--- src/three_wire_rtc_serial_master_assert.svh ---
// ----------------------------------------------------------------------------
// three-wire rtc serial master: assertion macros
// concurrent check wrappers, empty when SYNTH is defined
// ----------------------------------------------------------------------------
`ifndef THREE_WIRE_RTC_SERIAL_MASTER_ASSERT_SVH
`define THREE_WIRE_RTC_SERIAL_MASTER_ASSERT_SVH

`ifndef SYNTH

// check a property, held off while reset is high
`define TWRTC_ASSERT(name, clk, rst, prop) \
   name: assert property (@(posedge clk) disable iff (rst) prop) \
      else $error("twrtc check failed");

// check a property on every edge, reset included
`define TWRTC_ASSERT_ALWAYS(name, clk, prop) \
   name: assert property (@(posedge clk) prop) \
      else $error("twrtc check failed");

`else

`define TWRTC_ASSERT(name, clk, rst, prop)
`define TWRTC_ASSERT_ALWAYS(name, clk, prop)

`endif

`endif

--- src/twrtc_pkg.sv ---
// ----------------------------------------------------------------------------
// twrtc_pkg
// shared types, constants and helpers of the three-wire rtc serial master
// ----------------------------------------------------------------------------
`timescale 1ns / 1ps
`default_nettype none

package twrtc_pkg;

   localparam int TRANSFER_BITS = 16;
   localparam int BIT_IDX_W     = $clog2(TRANSFER_BITS) + 1;
   localparam int SHIFT_IDX_W   = $clog2(TRANSFER_BITS);

   localparam logic [7:0] HALF_PERIOD_RESET = 8'd4;
   localparam logic [7:0] SETUP_RESET       = 8'd1;

   // rtc register command bytes
   localparam logic [7:0] CMD_SECONDS = 8'h80;
   localparam logic [7:0] CMD_MINUTES = 8'h82;
   localparam logic [7:0] CMD_HOURS   = 8'h84;
   localparam logic [7:0] CMD_DATE    = 8'h86;
   localparam logic [7:0] CMD_MONTH   = 8'h88;
   localparam logic [7:0] CMD_DAY     = 8'h8A;
   localparam logic [7:0] CMD_YEAR    = 8'h8C;

   typedef enum logic [1:0] {
      PH_IDLE  = 2'd0,
      PH_SETUP = 2'd1,
      PH_LOW   = 2'd2,
      PH_HIGH  = 2'd3
   } phase_type;

   typedef enum logic [0:0] {
      CSR_HALF_PERIOD = 1'b0,
      CSR_SETUP       = 1'b1
   } csr_index_type;

   typedef struct packed {
      logic          valid;
      csr_index_type index;
      logic [7:0]    data;
   } csr_wr_type;

   typedef struct packed {
      logic       start_req;
      logic       operation;
      logic [7:0] reg_address;
      logic [7:0] write_data;
      logic       io_sample;
   } item_type;

   typedef struct packed {
      logic       serial_clock;
      logic       data_out;
      logic       data_drive_enable;
      logic       chip_enable;
      logic       busy_res;
      logic       read_valid;
      logic [7:0] read_value;
   } result_type;

   // valid bits of each time register
   function automatic logic [7:0] reg_mask(input logic [7:0] cmd);
      logic [7:0] m;
      unique case (cmd)
         CMD_SECONDS: m = 8'h7F;
         CMD_MINUTES: m = 8'h7F;
         CMD_HOURS:   m = 8'h1F;
         CMD_DATE:    m = 8'h3F;
         CMD_MONTH:   m = 8'h1F;
         CMD_DAY:     m = 8'h07;
         CMD_YEAR:    m = 8'hFF;
         default:     m = 8'hFF;
      endcase
      return m;
   endfunction

   // value minus six times the tens nibble, tens from the masked byte
   function automatic logic [7:0] bcd_to_bin(input logic [7:0] cmd, input logic [7:0] raw);
      logic [7:0] m;
      logic [3:0] hi;
      m  = raw & reg_mask(cmd);
      hi = m[7:4];
      return m - {2'b00, hi, 2'b00} - {3'b000, hi, 1'b0};
   endfunction

endpackage

`default_nettype wire

--- src/twrtc_in_stage.sv ---
// ----------------------------------------------------------------------------
// twrtc_in_stage
// input register holding one accepted tick word until the engine steps it
// ----------------------------------------------------------------------------
`timescale 1ns / 1ps
`default_nettype none

module twrtc_in_stage (
   input  wire logic               clock,
   input  wire logic               reset,
   input  wire logic               req_tvalid,
   output logic                    req_tready,
   input  wire twrtc_pkg::item_type req_item,
   input  wire logic               advance,
   output logic                    item_valid,
   output twrtc_pkg::item_type     item
);
   import twrtc_pkg::*;

   logic     valid_ff, valid_in;
   item_type item_ff;

   assign req_tready = !valid_ff || advance;

   always_comb begin
      valid_in = valid_ff;
      if (req_tvalid && req_tready) begin
         valid_in = 1'b1;
      end else if (advance) begin
         valid_in = 1'b0;
      end
   end

   always_ff @(posedge clock) begin
      if (reset) begin
         valid_ff <= 1'b0;
      end else begin
         valid_ff <= valid_in;
      end
   end

   always_ff @(posedge clock) begin
      if (req_tvalid && req_tready) begin
         item_ff <= req_item;
      end
   end

   assign item_valid = valid_ff;
   assign item       = item_ff;

endmodule

`default_nettype wire

--- src/twrtc_engine.sv ---
// ----------------------------------------------------------------------------
// twrtc_engine
// transfer sequencer: timing registers, phase machine, shifter and bcd decode
// ----------------------------------------------------------------------------
`timescale 1ns / 1ps
`default_nettype none

module twrtc_engine (
   input  wire logic                  clock,
   input  wire logic                  reset,
   input  wire twrtc_pkg::csr_wr_type csr_wr,
   input  wire logic                  step,
   input  wire twrtc_pkg::item_type   item,
   output twrtc_pkg::result_type      result
);
   import twrtc_pkg::*;

   `include "three_wire_rtc_serial_master_assert.svh"

   logic [7:0] half_period_ff, setup_ff;

   phase_type                  phase_ff, phase_in;
   logic                       active_ff, active_in;
   logic                       reading_ff, reading_in;
   logic [7:0]                 cmd_ff, cmd_in;
   logic [TRANSFER_BITS-1:0]   shift_ff, shift_in;
   logic [7:0]                 rx_ff, rx_in;
   logic [BIT_IDX_W-1:0]       bit_ff, bit_in, bit_inc;
   logic [7:0]                 tick_ff, tick_in;
   logic                       read_part_ff, read_part_in;
   logic                       read_done;

   // timing registers
   always_ff @(posedge clock) begin
      if (reset) begin
         half_period_ff <= HALF_PERIOD_RESET;
         setup_ff       <= SETUP_RESET;
      end else if (csr_wr.valid) begin
         unique case (csr_wr.index)
            CSR_HALF_PERIOD: half_period_ff <= csr_wr.data;
            CSR_SETUP:       setup_ff       <= csr_wr.data;
            default:         half_period_ff <= half_period_ff;
         endcase
      end
   end

   // last byte of a read is the sampling part
   assign read_part_ff = reading_ff && (bit_ff[BIT_IDX_W-1] || bit_ff[BIT_IDX_W-2]);
   assign bit_inc      = bit_ff + BIT_IDX_W'(1);

   always_comb begin
      phase_in   = phase_ff;
      active_in  = active_ff;
      reading_in = reading_ff;
      cmd_in     = cmd_ff;
      shift_in   = shift_ff;
      rx_in      = rx_ff;
      bit_in     = bit_ff;
      tick_in    = tick_ff;
      read_done  = 1'b0;
      unique case (phase_ff)
         PH_IDLE: begin
            if (item.start_req) begin
               active_in  = 1'b1;
               reading_in = item.operation;
               cmd_in     = item.reg_address;
               if (item.operation) begin
                  shift_in = TRANSFER_BITS'(item.reg_address + 8'd1);
               end else begin
                  shift_in = TRANSFER_BITS'({item.write_data, item.reg_address});
               end
               rx_in    = 8'd0;
               bit_in   = '0;
               phase_in = PH_SETUP;
               tick_in  = 8'd1;
            end
         end
         PH_SETUP: begin
            if (tick_ff >= setup_ff) begin
               phase_in = PH_LOW;
               tick_in  = 8'd1;
            end else begin
               tick_in = tick_ff + 8'd1;
            end
         end
         PH_LOW: begin
            if (tick_ff >= half_period_ff) begin
               if (read_part_ff) begin
                  rx_in[bit_ff[2:0]] = rx_ff[bit_ff[2:0]] | item.io_sample;
               end
               phase_in = PH_HIGH;
               tick_in  = 8'd1;
            end else begin
               tick_in = tick_ff + 8'd1;
            end
         end
         PH_HIGH: begin
            if (tick_ff >= half_period_ff) begin
               if (bit_inc >= BIT_IDX_W'(TRANSFER_BITS)) begin
                  read_done  = reading_ff;
                  active_in  = 1'b0;
                  reading_in = 1'b0;
                  bit_in     = '0;
                  phase_in   = PH_IDLE;
                  tick_in    = 8'd0;
               end else begin
                  bit_in   = bit_inc;
                  phase_in = PH_LOW;
                  tick_in  = 8'd1;
               end
            end else begin
               tick_in = tick_ff + 8'd1;
            end
         end
         default: phase_in = PH_IDLE;
      endcase
   end

   assign read_part_in = reading_in && (bit_in[BIT_IDX_W-1] || bit_in[BIT_IDX_W-2]);

   // pin levels after this tick
   always_comb begin
      result                   = '0;
      result.serial_clock      = (phase_in == PH_HIGH);
      result.data_drive_enable = !read_part_in;
      if (!read_part_in && (phase_in == PH_LOW || phase_in == PH_HIGH)) begin
         result.data_out = shift_in[bit_in[SHIFT_IDX_W-1:0]];
      end
      result.chip_enable = active_in;
      result.busy_res    = active_in;
      result.read_valid  = read_done;
      if (read_done) begin
         result.read_value = bcd_to_bin(cmd_ff, rx_ff);
      end
   end

   always_ff @(posedge clock) begin
      if (reset) begin
         phase_ff   <= PH_IDLE;
         active_ff  <= 1'b0;
         reading_ff <= 1'b0;
         cmd_ff     <= 8'd0;
         shift_ff   <= '0;
         rx_ff      <= 8'd0;
         bit_ff     <= '0;
         tick_ff    <= 8'd0;
      end else if (step) begin
         phase_ff   <= phase_in;
         active_ff  <= active_in;
         reading_ff <= reading_in;
         cmd_ff     <= cmd_in;
         shift_ff   <= shift_in;
         rx_ff      <= rx_in;
         bit_ff     <= bit_in;
         tick_ff    <= tick_in;
      end
   end

   `TWRTC_ASSERT(a_idle_iff_inactive, clock, reset, (phase_ff == PH_IDLE) == !active_ff)
   `TWRTC_ASSERT(a_reading_needs_active, clock, reset, reading_ff |-> active_ff)
   `TWRTC_ASSERT(a_bit_in_range, clock, reset, bit_ff < BIT_IDX_W'(TRANSFER_BITS))
   `TWRTC_ASSERT(a_done_goes_idle, clock, reset, (step && read_done) |=> (phase_ff == PH_IDLE))

endmodule

`default_nettype wire

--- src/twrtc_out_stage.sv ---
// ----------------------------------------------------------------------------
// twrtc_out_stage
// result register feeding the rsp stream
// ----------------------------------------------------------------------------
`timescale 1ns / 1ps
`default_nettype none

module twrtc_out_stage (
   input  wire logic                 clock,
   input  wire logic                 reset,
   input  wire logic                 load,
   input  wire twrtc_pkg::result_type result,
   output logic                      slot_free,
   output logic                      rsp_tvalid,
   input  wire logic                 rsp_tready,
   output logic [15:0]               rsp_tdata
);
   import twrtc_pkg::*;

   logic       valid_ff, valid_in;
   result_type res_ff;

   assign slot_free = !valid_ff || rsp_tready;

   always_comb begin
      valid_in = valid_ff;
      if (load) begin
         valid_in = 1'b1;
      end else if (rsp_tready) begin
         valid_in = 1'b0;
      end
   end

   always_ff @(posedge clock) begin
      if (reset) begin
         valid_ff <= 1'b0;
      end else begin
         valid_ff <= valid_in;
      end
   end

   always_ff @(posedge clock) begin
      if (load) begin
         res_ff <= result;
      end
   end

   assign rsp_tvalid = valid_ff;
   assign rsp_tdata  = {2'b00, res_ff.read_value, res_ff.read_valid, res_ff.busy_res,
                        res_ff.chip_enable, res_ff.data_drive_enable, res_ff.data_out,
                        res_ff.serial_clock};

endmodule

`default_nettype wire

--- src/three_wire_rtc_serial_master.sv ---
// ----------------------------------------------------------------------------
// three_wire_rtc_serial_master
// host-side master for a three-wire rtc link, one tick word in, one pin word out
// ----------------------------------------------------------------------------
//  channel   | dir | handshake                | payload
//  req_      | in  | req_tvalid / req_tready  | tick word: start, address, data, io pin
//  rsp_      | out | rsp_tvalid / rsp_tready  | pin levels, busy, read result
//  csr_      | in  | csr_valid / csr_ready    | timing register index and value
//
//  one tick word is taken every cycle while the result side keeps up; the
//  input register loads it at the accepting edge, then the result register
//  takes its pin word as the engine steps; it waits on rsp_ until taken
//  the phase counter and shifter close their loop inside the engine
//  reset clears the pipeline and the sequencer and loads the default timings
//  with rsp_tready low the result register holds, the input register takes one
//  more word and then req_tready falls
//  csr writes are always taken (csr_ready tied high)
// ----------------------------------------------------------------------------
`timescale 1ns / 1ps
`default_nettype none

module three_wire_rtc_serial_master (
   input  wire logic        clock,
   input  wire logic        reset,
   // req_tdata: start_req[0], reg_address[8:1], write_data[16:9], io_sample[17], zero[23:18]
   input  wire logic        req_tvalid,
   output logic             req_tready,
   input  wire logic [23:0] req_tdata,
   // req_tuser: operation[0]
   input  wire logic        req_tuser,
   // rsp_tdata: serial_clock[0], data_out[1], data_drive_enable[2], chip_enable[3],
   //            busy_res[4], read_valid[5], read_value[13:6], zero[15:14]
   output logic             rsp_tvalid,
   input  wire logic        rsp_tready,
   output logic [15:0]      rsp_tdata,
   // timing register writes
   input  wire logic        csr_valid,
   output logic             csr_ready,
   input  wire logic        csr_index,
   input  wire logic [7:0]  csr_data
);
   import twrtc_pkg::*;

   item_type   req_item, item;
   logic       item_valid;
   logic       slot_free;
   logic       advance;
   result_type result;
   csr_wr_type csr_wr;

   // unpack the incoming word
   assign req_item.start_req   = req_tdata[0];
   assign req_item.operation   = req_tuser;
   assign req_item.reg_address = req_tdata[8:1];
   assign req_item.write_data  = req_tdata[16:9];
   assign req_item.io_sample   = req_tdata[17];

   assign csr_ready    = 1'b1;
   assign csr_wr.valid = csr_valid && csr_ready;
   assign csr_wr.index = csr_index_type'(csr_index);
   assign csr_wr.data  = csr_data;

   // step the sequencer whenever a tick is held and the result slot can take it
   assign advance = item_valid && slot_free;

   twrtc_in_stage u_in_stage (
      .clock      (clock),
      .reset      (reset),
      .req_tvalid (req_tvalid),
      .req_tready (req_tready),
      .req_item   (req_item),
      .advance    (advance),
      .item_valid (item_valid),
      .item       (item)
   );

   twrtc_engine u_engine (
      .clock  (clock),
      .reset  (reset),
      .csr_wr (csr_wr),
      .step   (advance),
      .item   (item),
      .result (result)
   );

   twrtc_out_stage u_out_stage (
      .clock      (clock),
      .reset      (reset),
      .load       (advance),
      .result     (result),
      .slot_free  (slot_free),
      .rsp_tvalid (rsp_tvalid),
      .rsp_tready (rsp_tready),
      .rsp_tdata  (rsp_tdata)
   );

endmodule

`default_nettype wire

--- config.mk ---
export PLATFORM = sky130hd
export DESIGN_NAME = three_wire_rtc_serial_master
export DESIGN_NICKNAME = d
export VERILOG_FILES = /design/src/twrtc_pkg.sv /design/src/twrtc_in_stage.sv /design/src/twrtc_engine.sv /design/src/twrtc_out_stage.sv /design/src/three_wire_rtc_serial_master.sv
export VERILOG_INCLUDE_DIRS = /design/src /design/src/src
export SDC_FILE = /design/constraint.sdc
export NUM_CORES = 1
export LEC_CHECK = 0
export ABC_AREA = 0
export BUFFER_PORTS_ARGS = -buffer_cell sky130_fd_sc_hd__buf_4
export CELL_PAD_IN_SITES_DETAIL_PLACEMENT = 1
export CELL_PAD_IN_SITES_GLOBAL_PLACEMENT = 1
export CORE_MARGIN = 2
export CORE_UTILIZATION = 45
export CTS_CLUSTER_SIZE = 12
export DETAILED_ROUTE_END_ITERATION = 16
export HOLD_SLACK_MARGIN = 0.1
export PLACE_DENSITY = 0.91
export SLEW_MARGIN = 5
export SYNTH_ARGS = -nofsm -noshare
export SYNTH_HDL_FRONTEND = slang
export SYNTH_SLANG_ARGS = --single-unit
--- constraint.sdc ---
create_clock -name clock -period 4.2 [get_ports clock]
set_input_delay 0.63 -clock clock [delete_from_list [all_inputs] [get_ports clock]]
set_output_delay 0.63 -clock clock [all_outputs]
set_load 0.1 [all_outputs]
* Yosys cells after proc, flatten, opt, wreduce, memory -nomap -nowiden *
Cells that the tools add are included.

word-level totals
  input port bits = 39
  output and inout bits = 19
  register bits after elaboration = 99

operators by class
  bitwise logic cells = 3
  $lt $le $gt $ge = 6
  equal/unequal tests = 14
  reductions and logical operators = 25
  add/sub/neg operators = 5
  mux-type cells = 47

operator list
  kind                                                       number
  two-way mux 8 bit                                          8
  case mux 8 bit (4 select lines)                            2
  == test 8 bit (second input constant)                      6
  two-way mux 16 bit                                         3
  two-way mux 1 bit                                          17
  greater-or-equal comparator 8 bit                          2
  case mux 8 bit (2 select lines)                            1
  two-way mux 5 bit                                          3
  two-way mux 2 bit                                          5
  case mux 5 bit (2 select lines)                            1
  adder 8 x 1 -> 9 bit (second input constant)               1
  adder 8 x 1 -> 8 bit (second input constant)               1
  AND 8 bit                                                  1
  bitwise mux 8 bit                                          1
  == test 2 bit (second input constant)                      4
  case mux 2 bit (4 select lines)                            1
  subtractor 8 x 5 -> 8 bit                                  1
  subtractor 8 x 6 -> 8 bit                                  1
  logical AND 1 bit                                          6
  AND reduction 2 bit                                        3
  nonzero test 2 bit                                         3
  adder 5 x 1 -> 5 bit (second input constant)               1
  greater-or-equal comparator 5 bit (second input constant)  1
  logical OR 1 bit                                           5
  other kinds (17)                                           22

* Depth between registers and ports, before layout *
  word-level depth = 9
  gate-level depth with buffers = 15
  gate-level depth less buffers = 15

* Hierarchy *
A second synthesis with hierarchy kept.

unflattened totals
  cells, all modules = 636
  area, all modules = 5570.3 sq um

by module, submodules not included
  module                        area an instance (sq um)  instances  cells each
  twrtc_engine                  4441.8                    1          588
  twrtc_in_stage                625.6                     1          24
  twrtc_out_stage               485.5                     1          21
  three_wire_rtc_serial_master  17.5                      1          3

* Worst setup path before layout *
Ideal clock, no wire load.

  kind = register -> register
  from = reg u_engine.cmd_ff[0]
  to = reg u_out_stage.res_ff, in the netlist u_out_stage.rsp_tdata[13] (data pin)
  cell stages (with the launch flop) = 13
  buffers on the path = 0
  path slack = 1.283 ns
  data arrival time = 2.652 ns
  cell sequence = dfxtp_1 -> nor4_1 -> nand2_1 -> o21ai_0 -> fa_1 -> ha_1 -> inv_1 -> o21bai_1 -> a21oi_1 -> o21bai_1 -> a21oi_1 -> xnor2_1 -> nor2_1

between the ends
  cells in the longest elaborated chain, start to end = 7
  elaborated cells between the ends (all ways) = 13
  those cells by class = 2 x add/sub; 6 x eq/ne; 2 x mux; 1 x bitwise; 2 x reduce/logical

RTL lines
  item                               RTL line               text
  from (decl)                        twrtc_engine.sv:25     logic [7:0] cmd_ff, cmd_in;
  from (signal assigned)             twrtc_engine.sv:151    cmd_ff <= cmd_in;
  == test 8 bit                      twrtc_pkg.sv:65        unique case (cmd)
  OR reduction 2 bit (no line)       n/a
  case mux 8 bit (4 select lines) *  twrtc_pkg.sv:65
  two-way mux 8 bit *                twrtc_engine.sv:132    if (read_done) begin
  AND 8 bit *                        twrtc_pkg.sv:82        m = raw & reg_mask(cmd);
  subtractor 8 x 6 -> 8 bit          twrtc_pkg.sv:84        return m - {2'b00, hi, 2'b00} - {3'b000, hi, 1'b0};
  subtractor 8 x 5 -> 8 bit *        twrtc_pkg.sv:84
  to (signal assigned)               twrtc_out_stage.sv:44  res_ff <= result;
  to (decl)                          twrtc_out_stage.sv:21  result_type res_ff;

Mark *: on every way between the ends. The rest lies on a longest branch, timed or not. The select of a mux whose other input is x is not followed.
A chain may end at the register's enable or synchronous reset.

* Worst setup path in the final report *
Same ends and word-level chain as after synthesis.

==> summary.txt <==
Critical path
  • WS Path Type: register to register
  • Crit-path slowest cell: o21ai_0
  • RR Endpoint: u_out_stage.rsp_tdata[13]
  • WP data arrival: 3.63 ns
  • Cells along the critical path: nor4_1, nand2_1, o21ai_0, inv_1, fa_1, o2111a_1, o21bai_1, a21oi_1, o21bai_1, a21oi_1, xnor2_1, nor2_1
  • Reg2Reg Depth: 12
  • Crit path launch type: register
  • Worst R2R Start: u_engine.cmd_ff[0]
  • Biggest cell delay along the critical path: 0.63 ns
  • R2R setup slack: 0.67 ns
  • Critical Path RT: 4.30 ns
  • Crit. End Element: register
  • CP Max Fanout: 6

CTS
  • Post CTS Setup Buffer Count: 0
  • H-Tree Depth: 3
  • Post-cts hold buffer count: 0
  • CTS tree: built
  • Clk_lat worst skew: 0.36 ns
  • Clk slew on worst S/H paths: 0.07 ns
  • CTS Sinks: 99
  • Max clock buf depth: 2
  • CTS Buf Count: 9
  • CTS resizes: 0
  • CTS root buffer: clkbuf_16

Yosys
  • Primary FF master, synth: dfxtp_1
  • Mapped Cells: 629
  • Unique cell type count in the Yosys netlist: 68
  • Fraction of the mapped netlist area in simple logic gates: 19.75%
  • Post-synthesis cell area: 5455 um^2
  • Ys async rst share: 0%
  • Xor and xnor area share after synthesis: 2.385%
  • Yosys warns: 0
  • Flops & latches, synth: 99
  • Main combinational cell family by area after synthesis: simple AND/OR/NAND/NOR gates
  • Post-synthesis adder-cell area fraction: 8.440%
  • Mux contribution to synthesized area: 2.317%
  • Seq/Total Area, Yosys: 42.20%
  • Mean post-synth cell area: 8.673 um^2
  • Compound-Gate Fraction of Synth Area: 19.50%
  • Number of enable flip-flop cells after synthesis: 32

Timing
  • Final Hold Fails: 0
  • Final Slew Violations: 0
  • Setup tns final: 0 ns
  • Crit share post-route: 83.99%
  • Clk_skew: 0.01370 ns
  • Setup-failing EPs final: 0
  • Worst Tran Pin Value: 1.254 ns
  • Unrepaired setup endpoints after global routing: no
  • Rel. slew slack: 16.32%
  • F_max: 0.2835 GHz
  • Tmin final: 3.527 ns

Floorplanning
  • Rows: 40
  • Die height: 114.1 um
  • Ports: 58
  • Die X: 114.1 um
  • Initial core utilization: 45.80%
  • CORE AREA: 11,910 um^2
  • Die ar.: 13,020 um^2

Placement
  • IO Port Bufs: 48
  • GP Congestion: 0.8532
  • Dpl hpwl: 10,540 um

Global route
  • Number of global-route vias before repair: 5,092
  • First-pass GRT wire length: 24,430 um
  • Met3 Usage GRT: 4.076%
  • Grt total ovfl: 0
  • Largest net degree at the start of global routing: 68
  • Met1 Track Usage GR: 28.31%
  • GRT Overall Usage: 23.37%
  • Initial antenna violation count: 0
  • Met2 Use GR: 40.87%
  • GRT busiest layer: met2

Power and ir drop
  • Leak pwr: 2.337 nW
  • Final Power: 0.002132 W
  • Pwr per Cell Area: 346.1 nW/um^2
  • Worst ir drop on vdd: 0.0001984 V

Layout
  • Area grow syn2layout: 12.94%
  • Antenna Cells: 0
  • Nets@finish: 735
  • Fin util: 51.72%
  • Register area: 2302 um^2
  • # fillers: 1,428
  • Multi-input combinational cell area: 2872 um^2
  • Fraction of layout instances using a drive strength above 1: 12.01%

Detailed routing
  • Routed vias/inst: 5.834
  • Routed wire per std cell: 17.89 um
  • Starting DRT DRC Count: 152
  • Drt drc: 0
  • Drt first pass iters: 5
  • Total number of vias: 4,743
  • Routed Antenna Nets: 0
  • WL final: 14,550 um

Min path
  • Hold path startpoint: req_tdata[14]
  • Hold Crit Class: input pin to register
  • Worst Hold Depth: 1
  • Hold EP: u_in_stage.item[6]

Status
  • Status: finished, final reports clean

Flow run
  • Max-cap violation count: 0
stage by stage:
| step | hold WS [ns] | instance area [um^2] | worst slack (ns) | std cells |
|---|---|---|---|---|
| after CTS | 0.4469 | 6161 | 0.7154 | 813 |
| after global routing | 0.4383 | 6161 | 0.4248 | 813 |
| after floorplan | 0.4360 | 5459 | 1.283 | 630 |
| after detailed placement | 0.4484 | 5876 | 0.7181 | 797 |
| after global placement | 0.4448 | 5876 | 0.9357 | 797 |
| final | 0.4461 | 6161 | 0.6725 | 813 |
critical path, delay by kind of cell, from the launching register on:
| kind | cells | cell delay [ns] |
|---|---|---|
| AOI/OAI and AO/OA | 6 | 1.48 |
| adders and majority gates | 1 | 0.59 |
| and+or+nand+nor | 3 | 0.57 |
| DFF | 1 | 0.31 |
| xor gates and xnor gates | 1 | 0.15 |
| buffers and inverters | 1 | 0.14 |
flip-flops by register name (all words and copies together), names as in the netlist:
signal and flops:
u_out_stage.rsp_tvalid 1, u_engine.cmd_ff 8, u_in_stage.item 19, u_out_stage.rsp_tdata 13, u_engine.bit_ff 5, u_engine.phase_ff 2, u_engine.shift_ff 16, u_engine.tick_ff 8
u_engine.rx_ff 8, u_engine.active_ff 1, u_engine.reading_ff 1, u_engine.half_period_ff 8, u_engine.setup_ff 8, u_in_stage.item_valid 1
power by group:
part | leakage [nW] | total [W] | internal [W] | switching [W]
Combinational | 1.36 | 0.000273 | 0.0000847 | 0.000189
Sequential | 0.844 | 0.00106 | 0.00103 | 0.0000324
Clock | 0.135 | 0.000800 | 0.000422 | 0.000377
Total | 2.34 | 0.00213 | 0.00153 | 0.000598
metal layers:
metal	up-vias	part of all wire, %
met2	94	51
met5	-	0
met4	0	2.7
met1	2335	43
li1	2283	-
met3	31	3.5
cells in the final DEF (no fill, tap or decap), types with 9 or more instances in the layout:
master / Yosys / layout
nor2_1: 50 / 49
a21oi_1: 77 / 77
clkbuf_16: 0 / 9
buf_4: 5 / 49
nand3_1: 23 / 23
edfxtp_1: 32 / 32
inv_1: 40 / 40
nand2b_1: 9 / 9
dfxtp_1: 67 / 67
nand2_1: 86 / 86
o21ai_0: 30 / 30
ha_1: 32 / 32
nor3_1: 10 / 10
a211oi_1: 13 / 13
and3_1: 11 / 11
cells by family after synthesis:
family	Yosys count
xor+xnor	14
mux	11
compound gates	171
buf+inv	69
flops	99
simple gates	228
other cells	2
fa+ha+maj	35
final cells by class:
type	instances	area share (%)
Clock inverter	6	0.7514
Tap cell	147	2.985
Inverter	40	2.437
Sequential cell	99	37.37
Multi-Input combinational cell	462	46.61
Clock buffer	10	3.879
Timing Repair Buffer	49	5.971
synthesized netlist by cell type (all sizes together), types with 6 or more instances:
cell type  instances  share of area (%)
ha                32                7.3
nand2             87                6.0
xnor2              8                1.4
nand3             23                2.1
xor2               6               0.96
mux2i              7                1.3
nor2b              7               0.80
nor2              50                3.4
nand2b             9                1.0
clkbuf            18                1.2
a211oi            13                1.8
buf               11                1.3
and3              12                1.5
and2               6               0.69
inv               40                2.8
a21oi             79                7.5
edfxtp            32                 18
dfxtp             67                 25
o21ai             34                3.1
nor3              10               0.92
worst max path at each step:
| stage | startpoint | endpoint | slack [ns] | cells after the start |
|---|---|---|---|---|
| floorplan | u_engine.cmd_ff[0] | u_out_stage.rsp_tdata[13] | 1.28 | 12 |
| global placement | u_engine.cmd_ff[0] | u_out_stage.rsp_tdata[13] | 0.94 | 12 |
| detailed placement | u_engine.cmd_ff[0] | u_out_stage.rsp_tdata[13] | 0.72 | 12 |
| CTS | u_engine.cmd_ff[0] | u_out_stage.rsp_tdata[13] | 0.72 | 12 |
| global route | u_engine.cmd_ff[0] | u_out_stage.rsp_tdata[13] | 0.42 | 12 |
| finish | u_engine.cmd_ff[0] | u_out_stage.rsp_tdata[13] | 0.67 | 12 |
Power figures use the tool's default switching activity.
